==> src/hdl/rbt_pkg.sv <==
// shared types and constants of the resource barrier tracker
// used by rbt_front, rbt_queue, rbt_back and resource_barrier_tracker_top
package rbt_pkg;

  localparam int unsigned InDataW  = 40;
  localparam int unsigned OutDataW = 40;
  localparam logic [8:0]  NoPass   = 9'd256;

  typedef enum logic [1:0] {
    OP_DECL  = 2'd0,
    OP_ACC   = 2'd1,
    OP_FLUSH = 2'd2,
    OP_NONE  = 2'd3
  } op_e;

  typedef enum logic [1:0] {
    K_PRE   = 2'd0,
    K_TRAIL = 2'd1,
    K_EDGE  = 2'd2
  } kind_e;

  typedef enum logic [2:0] {
    S_IDLE,
    S_ACC_RD,
    S_ACC_EX,
    S_EDGE,
    S_FL_EX,
    S_FL_END
  } bk_state_e;

  // classified command handed from front to back
  typedef struct packed {
    op_e        op;
    logic       is_buf;
    logic [4:0] idx;
    logic [7:0] pass;
    logic [1:0] queue;
    logic [4:0] st;
    logic       imported;
    logic       ext_read;
    logic [4:0] ext_state;
    logic       swapchain;
    logic [6:0] alias_src;
  } cmd_t;

  // per-resource record held in the back memory
  typedef struct packed {
    logic [4:0] st;
    logic [1:0] queue;
    logic [8:0] last_pass;
    logic       imported;
    logic       ext_read;
    logic       swapchain;
    logic [4:0] ext_state;
    logic [6:0] alias_src;
  } rec_t;

  typedef struct packed {
    kind_e      kind;
    logic       is_buf;
    logic [4:0] idx;
    logic [4:0] old_st;
    logic [4:0] new_st;
    logic       agg;
    logic       aliasing;
    logic [1:0] from_q;
    logic [1:0] to_q;
    logic [8:0] prod;
    logic [7:0] cons;
    logic       last;
  } res_t;

endpackage

==> src/hdl/rbt_front.sv <==
// input side: unpacks, range checks and classifies stream items
// depends on rbt_pkg
module rbt_front #(
  parameter int unsigned RESOURCES_PER_KIND = 32,
  parameter int unsigned MAX_PASSES         = 256
) (
  input  logic                         s_axis_tvalid_i,
  output logic                         s_axis_tready_o,
  input  logic [rbt_pkg::InDataW-1:0]  s_axis_tdata_i,
  input  logic [1:0]                   s_axis_tuser_i,
  input  logic                         q_full_i,
  output logic                         q_push_o,
  output rbt_pkg::cmd_t                q_cmd_o
);

  rbt_pkg::cmd_t cmd;
  logic          keep;

  always_comb begin
    cmd.op        = rbt_pkg::op_e'(s_axis_tuser_i);
    cmd.is_buf    = s_axis_tdata_i[0];
    cmd.idx       = s_axis_tdata_i[5:1];
    cmd.pass      = s_axis_tdata_i[13:6];
    cmd.queue     = s_axis_tdata_i[15:14];
    cmd.st        = s_axis_tdata_i[20:16];
    cmd.imported  = s_axis_tdata_i[21];
    cmd.ext_read  = s_axis_tdata_i[22];
    cmd.ext_state = s_axis_tdata_i[27:23];
    cmd.swapchain = s_axis_tdata_i[28];
    cmd.alias_src = s_axis_tdata_i[35:29];
    keep = 1'b0;
    case (cmd.op)
      rbt_pkg::OP_DECL:  keep = 32'(cmd.idx) < RESOURCES_PER_KIND;
      rbt_pkg::OP_ACC:   keep = (32'(cmd.idx) < RESOURCES_PER_KIND) &&
                                (32'(cmd.pass) < MAX_PASSES);
      rbt_pkg::OP_FLUSH: keep = 1'b1;
      default:           keep = 1'b0;
    endcase
  end

  // items that do nothing are taken and dropped here
  assign s_axis_tready_o = !q_full_i;
  assign q_push_o        = s_axis_tvalid_i && !q_full_i && keep;
  assign q_cmd_o         = cmd;

endmodule

==> src/hdl/rbt_queue.sv <==
// two-entry command queue between front and back
// depends on rbt_pkg
module rbt_queue (
  input  logic          clk_i,
  input  logic          rst_ni,
  input  logic          push_i,
  input  rbt_pkg::cmd_t cmd_i,
  output logic          full_o,
  output logic          valid_o,
  input  logic          pop_i,
  output rbt_pkg::cmd_t cmd_o
);

  rbt_pkg::cmd_t ent_q [2];
  logic          wp_q, wp_d, rp_q, rp_d;
  logic [1:0]    cnt_q, cnt_d;

  always_comb begin
    wp_d  = wp_q ^ push_i;
    rp_d  = rp_q ^ pop_i;
    cnt_d = cnt_q + 2'(push_i) - 2'(pop_i);
  end

  always_ff @(posedge clk_i or negedge rst_ni) begin
    if (!rst_ni) begin
      wp_q  <= 1'b0;
      rp_q  <= 1'b0;
      cnt_q <= 2'd0;
    end else begin
      wp_q  <= wp_d;
      rp_q  <= rp_d;
      cnt_q <= cnt_d;
    end
  end

  always_ff @(posedge clk_i) begin
    if (push_i) begin
      ent_q[wp_q] <= cmd_i;
    end
  end

  assign full_o  = cnt_q == 2'd2;
  assign valid_o = cnt_q != 2'd0;
  assign cmd_o   = ent_q[rp_q];

endmodule

==> src/hdl/rbt_back.sv <==
// back end: record memory, access/flush sequencer and output register
// depends on rbt_pkg
module rbt_back #(
  parameter int unsigned RESOURCES_PER_KIND = 32
) (
  input  logic          clk_i,
  input  logic          rst_ni,
  input  logic          q_valid_i,
  output logic          q_pop_o,
  input  rbt_pkg::cmd_t q_cmd_i,
  output logic          out_valid_o,
  input  logic          out_ready_i,
  output rbt_pkg::res_t out_res_o
);

  localparam int unsigned Entries = 2 * RESOURCES_PER_KIND;
  localparam int unsigned AddrW   = (Entries > 1) ? $clog2(Entries) : 1;

  rbt_pkg::rec_t mem [Entries];
  rbt_pkg::rec_t rdata_q, rec_q, rec_d, wdata;
  logic [AddrW-1:0] raddr, waddr, fl_q, fl_d;
  logic             we;
  logic [Entries-1:0] decl_q, decl_d;

  rbt_pkg::bk_state_e state_q, state_d;
  rbt_pkg::cmd_t      cmd_q, cmd_d;
  rbt_pkg::res_t      out_q, out_d, edge_q, edge_d, pend_q, pend_d, emit_res;
  logic               out_v_q, out_v_d, pend_v_q, pend_v_d, emit, can_emit;

  function automatic logic [AddrW-1:0] entry_addr(logic is_buf, logic [4:0] idx);
    return is_buf ? AddrW'(RESOURCES_PER_KIND + 32'(idx)) : AddrW'(idx);
  endfunction

  // alias code: 0 none, 1-32 texture, 33-64 buffer
  function automatic logic alias_ok(logic [6:0] code);
    logic [6:0] i;
    i = (code <= 7'd32) ? code - 7'd1 : code - 7'd33;
    return (code != 7'd0) && (code <= 7'd64) && (32'(i) < RESOURCES_PER_KIND);
  endfunction

  function automatic logic [AddrW-1:0] alias_addr(logic [6:0] code);
    logic [4:0] i;
    i = (code <= 7'd32) ? 5'(code - 7'd1) : 5'(code - 7'd33);
    return entry_addr(code > 7'd32, i);
  endfunction

  logic [AddrW-1:0] cur_addr;
  logic       first, aok, bv, ev, prior;
  logic [4:0] old_st, new_st;
  logic       agg, ali, found;

  assign can_emit = !out_v_q || out_ready_i;
  assign cur_addr = entry_addr(cmd_q.is_buf, cmd_q.idx);

  // access decision, rec_q is the resource, rdata_q the alias source
  always_comb begin
    first  = (rec_q.last_pass == rbt_pkg::NoPass) ||
             (rec_q.last_pass == {1'b0, cmd_q.pass});
    aok    = alias_ok(rec_q.alias_src);
    bv     = 1'b0;
    old_st = rec_q.st;
    agg    = 1'b1;
    ali    = 1'b0;
    if (!cmd_q.is_buf) begin
      if (first && aok) begin
        bv     = 1'b1;
        old_st = rdata_q.st;
        ali    = 1'b1;
      end else if (rec_q.st != cmd_q.st) begin
        bv  = 1'b1;
        agg = !rec_q.swapchain;
      end
    end else begin
      if (first && aok) begin
        old_st = rdata_q.st;
      end
      bv = old_st != cmd_q.st;
    end
    new_st = bv ? cmd_q.st : rec_q.st;
    prior  = rec_q.imported || (rec_q.last_pass != rbt_pkg::NoPass);
    ev     = prior && (rec_q.queue != cmd_q.queue);
    found  = decl_q[fl_q] && rdata_q.ext_read && (rdata_q.st != rdata_q.ext_state);
  end

  always_comb begin
    state_d  = state_q;
    cmd_d    = cmd_q;
    rec_d    = rec_q;
    fl_d     = fl_q;
    decl_d   = decl_q;
    edge_d   = edge_q;
    pend_d   = pend_q;
    pend_v_d = pend_v_q;
    q_pop_o  = 1'b0;
    raddr    = cur_addr;
    we       = 1'b0;
    waddr    = cur_addr;
    wdata    = rec_q;
    emit     = 1'b0;
    emit_res = edge_q;

    case (state_q)
      rbt_pkg::S_IDLE: begin
        raddr = entry_addr(q_cmd_i.is_buf, q_cmd_i.idx);
        if (q_valid_i) begin
          q_pop_o = 1'b1;
          cmd_d   = q_cmd_i;
          case (q_cmd_i.op)
            rbt_pkg::OP_DECL: begin
              we              = 1'b1;
              waddr           = raddr;
              wdata.st        = q_cmd_i.st;
              wdata.queue     = q_cmd_i.queue;
              wdata.last_pass = rbt_pkg::NoPass;
              wdata.imported  = q_cmd_i.imported;
              wdata.ext_read  = q_cmd_i.ext_read;
              wdata.swapchain = q_cmd_i.swapchain;
              wdata.ext_state = q_cmd_i.ext_state;
              wdata.alias_src = q_cmd_i.alias_src;
              decl_d[raddr]   = 1'b1;
            end
            rbt_pkg::OP_ACC: begin
              if (decl_q[raddr]) begin
                state_d = rbt_pkg::S_ACC_RD;
              end
            end
            rbt_pkg::OP_FLUSH: begin
              raddr    = '0;
              fl_d     = '0;
              pend_v_d = 1'b0;
              state_d  = rbt_pkg::S_FL_EX;
            end
            default: ;
          endcase
        end
      end

      rbt_pkg::S_ACC_RD: begin
        rec_d   = rdata_q;
        raddr   = alias_addr(rdata_q.alias_src);
        state_d = rbt_pkg::S_ACC_EX;
      end

      rbt_pkg::S_ACC_EX: begin
        raddr = alias_addr(rec_q.alias_src);
        edge_d.kind     = rbt_pkg::K_EDGE;
        edge_d.is_buf   = cmd_q.is_buf;
        edge_d.idx      = cmd_q.idx;
        edge_d.old_st   = '0;
        edge_d.new_st   = '0;
        edge_d.agg      = 1'b0;
        edge_d.aliasing = 1'b0;
        edge_d.from_q   = rec_q.queue;
        edge_d.to_q     = cmd_q.queue;
        edge_d.prod     = rec_q.last_pass;
        edge_d.cons     = cmd_q.pass;
        edge_d.last     = 1'b1;
        emit_res.kind     = rbt_pkg::K_PRE;
        emit_res.is_buf   = cmd_q.is_buf;
        emit_res.idx      = cmd_q.idx;
        emit_res.old_st   = old_st;
        emit_res.new_st   = cmd_q.st;
        emit_res.agg      = agg;
        emit_res.aliasing = ali;
        emit_res.from_q   = '0;
        emit_res.to_q     = '0;
        emit_res.prod     = '0;
        emit_res.cons     = '0;
        emit_res.last     = !ev;
        if (!(bv || ev) || can_emit) begin
          we              = 1'b1;
          wdata.st        = new_st;
          wdata.queue     = cmd_q.queue;
          wdata.last_pass = {1'b0, cmd_q.pass};
          if (bv) begin
            emit    = 1'b1;
            state_d = ev ? rbt_pkg::S_EDGE : rbt_pkg::S_IDLE;
          end else if (ev) begin
            emit     = 1'b1;
            emit_res = edge_d;
            state_d  = rbt_pkg::S_IDLE;
          end else begin
            state_d = rbt_pkg::S_IDLE;
          end
        end
      end

      rbt_pkg::S_EDGE: begin
        emit_res = edge_q;
        if (can_emit) begin
          emit    = 1'b1;
          state_d = rbt_pkg::S_IDLE;
        end
      end

      // one entry a cycle unless stalled; pend holds a barrier till the next
      rbt_pkg::S_FL_EX: begin
        raddr    = fl_q;
        emit_res = pend_q;
        emit_res.last = 1'b0;
        if (!(found && pend_v_q) || can_emit) begin
          if (found) begin
            we       = 1'b1;
            waddr    = fl_q;
            wdata    = rdata_q;
            wdata.st = rdata_q.ext_state;
            emit     = pend_v_q;
            pend_v_d = 1'b1;
            pend_d.kind     = rbt_pkg::K_TRAIL;
            pend_d.is_buf   = 32'(fl_q) >= RESOURCES_PER_KIND;
            pend_d.idx      = (32'(fl_q) >= RESOURCES_PER_KIND) ?
                              5'(32'(fl_q) - RESOURCES_PER_KIND) : 5'(fl_q);
            pend_d.old_st   = rdata_q.st;
            pend_d.new_st   = rdata_q.ext_state;
            pend_d.agg      = (32'(fl_q) >= RESOURCES_PER_KIND) || !rdata_q.swapchain;
            pend_d.aliasing = 1'b0;
            pend_d.from_q   = '0;
            pend_d.to_q     = '0;
            pend_d.prod     = '0;
            pend_d.cons     = '0;
            pend_d.last     = 1'b1;
          end
          if (32'(fl_q) == Entries - 1) begin
            state_d = rbt_pkg::S_FL_END;
          end else begin
            fl_d  = fl_q + AddrW'(1);
            raddr = fl_d;
          end
        end
      end

      rbt_pkg::S_FL_END: begin
        emit_res = pend_q;
        if (!pend_v_q) begin
          state_d = rbt_pkg::S_IDLE;
        end else if (can_emit) begin
          emit     = 1'b1;
          pend_v_d = 1'b0;
          state_d  = rbt_pkg::S_IDLE;
        end
      end

      default: state_d = rbt_pkg::S_IDLE;
    endcase

    out_d   = emit ? emit_res : out_q;
    out_v_d = emit ? 1'b1 : (out_v_q && !out_ready_i);
  end

  always_ff @(posedge clk_i or negedge rst_ni) begin
    if (!rst_ni) begin
      state_q  <= rbt_pkg::S_IDLE;
      decl_q   <= '0;
      out_v_q  <= 1'b0;
      pend_v_q <= 1'b0;
      fl_q     <= '0;
    end else begin
      state_q  <= state_d;
      decl_q   <= decl_d;
      out_v_q  <= out_v_d;
      pend_v_q <= pend_v_d;
      fl_q     <= fl_d;
    end
  end

  always_ff @(posedge clk_i) begin
    cmd_q  <= cmd_d;
    rec_q  <= rec_d;
    edge_q <= edge_d;
    pend_q <= pend_d;
    out_q  <= out_d;
  end

  always_ff @(posedge clk_i) begin
    if (we) begin
      mem[waddr] <= wdata;
    end
    rdata_q <= mem[raddr];
  end

  assign out_valid_o = out_v_q;
  assign out_res_o   = out_q;

endmodule

==> src/hdl/resource_barrier_tracker_top.sv <==
// back end: declare writes straight from idle; access does the entry read, then the alias
// read of the record memory, then decides, with an edge state when it gives barrier and edge
// flush: sweeps every record entry in order, one entry a cycle unless the output stalls
// a two-entry queue lets the front take items while the back works
// reset clears the declared bits, queue and sequencer at once; no clearing pass
module resource_barrier_tracker_top #(
  parameter int unsigned RESOURCES_PER_KIND = 32,
  parameter int unsigned MAX_PASSES         = 256
) (
  input  logic                          clk_i,
  input  logic                          rst_ni,
  input  logic                          s_axis_tvalid_i,
  output logic                          s_axis_tready_o,
  // res_is_buffer, res_index, pass_index, queue_id, state_code, imported,
  // ext_read, ext_state, swapchain, alias_source
  input  logic [rbt_pkg::InDataW-1:0]   s_axis_tdata_i,
  // opcode
  input  logic [1:0]                    s_axis_tuser_i,
  output logic                          m_axis_tvalid_o,
  input  logic                          m_axis_tready_i,
  // out_is_buffer, out_index, old_state, new_state, agglomerate, aliasing,
  // from_queue, to_queue, producer_pass, consumer_pass
  output logic [rbt_pkg::OutDataW-1:0]  m_axis_tdata_o,
  // kind
  output logic [1:0]                    m_axis_tuser_o,
  output logic                          m_axis_tlast_o
);

  logic          push, full, qv, pop;
  rbt_pkg::cmd_t fcmd, bcmd;
  rbt_pkg::res_t res;

  rbt_front #(
    .RESOURCES_PER_KIND(RESOURCES_PER_KIND),
    .MAX_PASSES        (MAX_PASSES)
  ) u_front (
    .s_axis_tvalid_i(s_axis_tvalid_i),
    .s_axis_tready_o(s_axis_tready_o),
    .s_axis_tdata_i (s_axis_tdata_i),
    .s_axis_tuser_i (s_axis_tuser_i),
    .q_full_i       (full),
    .q_push_o       (push),
    .q_cmd_o        (fcmd)
  );

  rbt_queue u_queue (
    .clk_i  (clk_i),
    .rst_ni (rst_ni),
    .push_i (push),
    .cmd_i  (fcmd),
    .full_o (full),
    .valid_o(qv),
    .pop_i  (pop),
    .cmd_o  (bcmd)
  );

  rbt_back #(
    .RESOURCES_PER_KIND(RESOURCES_PER_KIND)
  ) u_back (
    .clk_i      (clk_i),
    .rst_ni     (rst_ni),
    .q_valid_i  (qv),
    .q_pop_o    (pop),
    .q_cmd_i    (bcmd),
    .out_valid_o(m_axis_tvalid_o),
    .out_ready_i(m_axis_tready_i),
    .out_res_o  (res)
  );

  assign m_axis_tdata_o = {1'b0, res.cons, res.prod, res.to_q, res.from_q, res.aliasing,
                           res.agg, res.new_st, res.old_st, res.idx, res.is_buf};
  assign m_axis_tuser_o = res.kind;
  assign m_axis_tlast_o = res.last;

endmodule

==> config.mk <==
export PLATFORM = sky130hd
export DESIGN_NAME = resource_barrier_tracker_top
export DESIGN_NICKNAME = d
export VERILOG_FILES = /design/src/hdl/rbt_pkg.sv /design/src/hdl/rbt_front.sv /design/src/hdl/rbt_queue.sv /design/src/hdl/rbt_back.sv /design/src/hdl/resource_barrier_tracker_top.sv
export SDC_FILE = /design/constraint.sdc
export NUM_CORES = 2
export LEC_CHECK = 0
export ABC_AREA = 1
export BUFFER_PORTS_ARGS = -buffer_cell sky130_fd_sc_hd__buf_2
export CAP_MARGIN = 20
export CORE_MARGIN = 8
export CORE_UTILIZATION = 63
export DETAILED_ROUTE_END_ITERATION = 10
export PLACE_DENSITY_LB_ADDON = 0.2
export SETUP_SLACK_MARGIN = 0.2
export SYNTH_ARGS = -nofsm -noshare
export SYNTH_HDL_FRONTEND = slang
export SYNTH_SLANG_ARGS = --single-unit
==> constraint.sdc <==
create_clock -name clk_i -period 6.2 [get_ports clk_i]
set_clock_uncertainty 0.2 [all_clocks]
set_input_delay 0.31 -clock clk_i [delete_from_list [all_inputs] [get_ports clk_i]]
set_output_delay 0.31 -clock clk_i [all_outputs]
set_load 0.05 [all_outputs]
==> run summary <==
chip width: 405 um
sequential-to-total area share from yosys stat: 0.718
EDFF count, synth: 2198
R2R Path Start: u_back.rec_q[0]
maximum clock path buffer count: 3
worst-margin pin slew: 1.38 ns
ys async rst share: 0.0342
core region area: 151000 um^2
Cells after Synth: 8032
Final TNS setup: 0 ns
root buffer cell: clkbuf_16
Hold WC Path Type: in2reg
number of global-route vias before repair: 64600
number of routed nets with antenna violations: 0
final-report hold violation count: 0
status: completed
worst hold start: s_axis_tdata_i[5]
clock tree from TritonCTS: yes
Hold Path End: u_queue.ent_q[1][34]
PortBufs: 85
commonest non-fill, non-tap cell in the layout: nand3_1
Rel. slew slack: 0.0788
GR Util All Layers: 0.326
die footprint: 164000 um^2
Synthesized Nets: 8086
CTS Hold Buffers Added: 67
postcts setup bufs: 0
GPL Wtd Cong: 0.935
H-tree lvl count: 4
DR iter-0 viols: 10900
# fillers: 10200
Slew Limit Fails: 0
mapped cell area: 95600 um^2
routed vias: 67600
Die Y: 405 um
initial core utilization: 0.631
Yosys Warn Count: 0
Period Utilization, post-route: 0.872
total clock sinks: 2308
Final Critical Period: 5.40 ns
antenna violations before repair: 8
total I/O pin count: 91
Yosys reg bits: 2308
drt pass-1 iters: 9
reg2reg path depth: 20
# setup viols final: 0
mean post-synth cell area: 11.9 um^2
DR WL/cell: 26.6 um
R2R Setup Slk: 0.80 ns
CP required: 6.45 ns
HPWL Detailed: 143000 um
RSZ-0062 raised after global routing: false
CTS buffer count: 220
Data arrival, critical path: 5.66 ns
nets: 8120
Routed Wire Length: 274000 um
global-route wire length before repair: 403000 um
layout cells sized above 1: 0.0915
WS Path Type: reg2reg
drt via density: 6.58
Post-CTS Resized: 0
CP Launch Type: flop
# rows: 143
worst hold path depth: 2
fmax: 185 MHz
DRC: 0
Area Overhead vs Synth: 11.4%
commonest cells after routing, fill and taps aside: nand3_1, edfxtp_1, nand2_1
ys flop type: edfxtp_1
CP Max Fanout: 31
largest net degree at the start of global routing: 179
Setup crit end kind: flop
Yosys cell types: 56
worst reg2reg path endpoint: u_back.mem[0][7]
clock slew at reported path FFs: 0.06 ns
max_cap viols: 0
GRT overflow: 0
worst-skew pair later-pin latency: 0.84 ns
==> critical path: stages, from the launching register on <==
cell and delay [ns]:
edfxtp_1 0.43, inv_1 0.12, ha_1 0.23, nand2_1 0.09, nor2_2 0.18, inv_1 0.07, o21ai_1 0.12, and3_1 0.25
nand2_1 0.25, nand2_1 0.13, o21ai_0 0.15, a221oi_1 0.32, nand3_1 0.12, nand2_1 0.11, nand2_1 0.08, nand2_1 0.12
nand2_1 0.28, nand2_4 0.33, nand4_2 0.60, nor2_4 0.24, buf_4 0.55
==> logic make-up (layout without fill, tap and decap cells) <==
group           Yosys count  in the layout  synth area share
flops                  2308           2308             0.718
compound gates          306            306            0.0195
fa+ha+maj                 8              8           0.00105
other cells               1              5         0.0000392
simple gates           4649           4649             0.223
mux                      11             11           0.00115
xor+xnor                 16             16           0.00147
buf+inv                 733            951            0.0358
==> cells in the mapped netlist, drive strengths merged (22+ instances only) <==
library cell,count,area share
nor2,134,0.0054
o21ai,124,0.0065
buf,398,0.023
inv,151,0.0059
nand3,2927,0.15
nand2,1543,0.061
clkbuf,182,0.0072
a21oi,55,0.0029
o22ai,24,0.0016
edfxtp,2198,0.69
dfrtp,79,0.021
o21bai,38,0.0030
dfxtp,31,0.0065
nand4,22,0.0021
==> registers in the layout, summed over array words and instances (netlist names), 6 cells and up <==
signal / count
u_back.mem: 1984
u_queue.ent_q: 76
u_back.decl_q: 64
u_back.out_res_o: 42
u_back.rdata_q: 31
u_back.rec_q: 31
u_back.edge_q: 27
u_back.cmd_q: 21
u_back.pend_q: 17
u_back.fl_q: 6
==> per-layer routing <==
metal,global-route usage,routed length (um)
met2,0.497,124000
met3,0.0704,34800
met4,0.155,13900
met1,0.453,101000
met5,0,0
==> worst max-delay path by stage <==
stage | from | slack (ns) | cells past startpoint | to
finish | u_back.rec_q[0] | 0.80 | 20 | u_back.mem[0][7]
global route | u_back.rec_q[0] | 0.52 | 20 | u_back.mem[8][14]
CTS | u_back.rec_q[0] | 0.91 | 20 | u_back.mem[0][6]
detailed placement | u_back.rec_q[0] | 0.92 | 20 | u_back.mem[0][12]
global placement | u_back.fl_q[0] | 0.69 | 20 | u_back.mem[23][28]
floorplan | u_back.rec_q[0] | 0.89 | 20 | u_back.mem[62][0]
==> layout make-up <==
class,instances,area (um^2),area share
Antenna cell,4,10.0,0.0000940
Clock buffer,292,5920,0.0556
Clock inverter,114,947,0.00890
Inverter,153,587,0.00551
Multi-Input combinational cell,4991,24200,0.228
Sequential cell,2308,68600,0.644
Tap cell,2030,2540,0.0239
Timing Repair Buffer,392,3640,0.0342
==> stage by stage <==
step / instances / hold slack, ns / util / worst slack (ns) / cell area, um^2
6_report: 10300 / 0.0260 / 0.703 / 0.795 / 106000
5_1_grt: 10300 / 0.0103 / 0.703 / 0.518 / 106000
4_1_cts: 10300 / 0.000781 / 0.703 / 0.909 / 106000
2_1_floorplan: 8032 / -0.186 / - / 0.893 / 95600
3_3_place_gp: 9802 / 0.216 / 0.653 / 0.692 / 98900
3_5_place_dp: 9804 / 0.229 / 0.653 / 0.918 / 98900
Power is not shown: default switching activity piles up to over one toggle a cycle in this logic, so the estimate is an artifact.
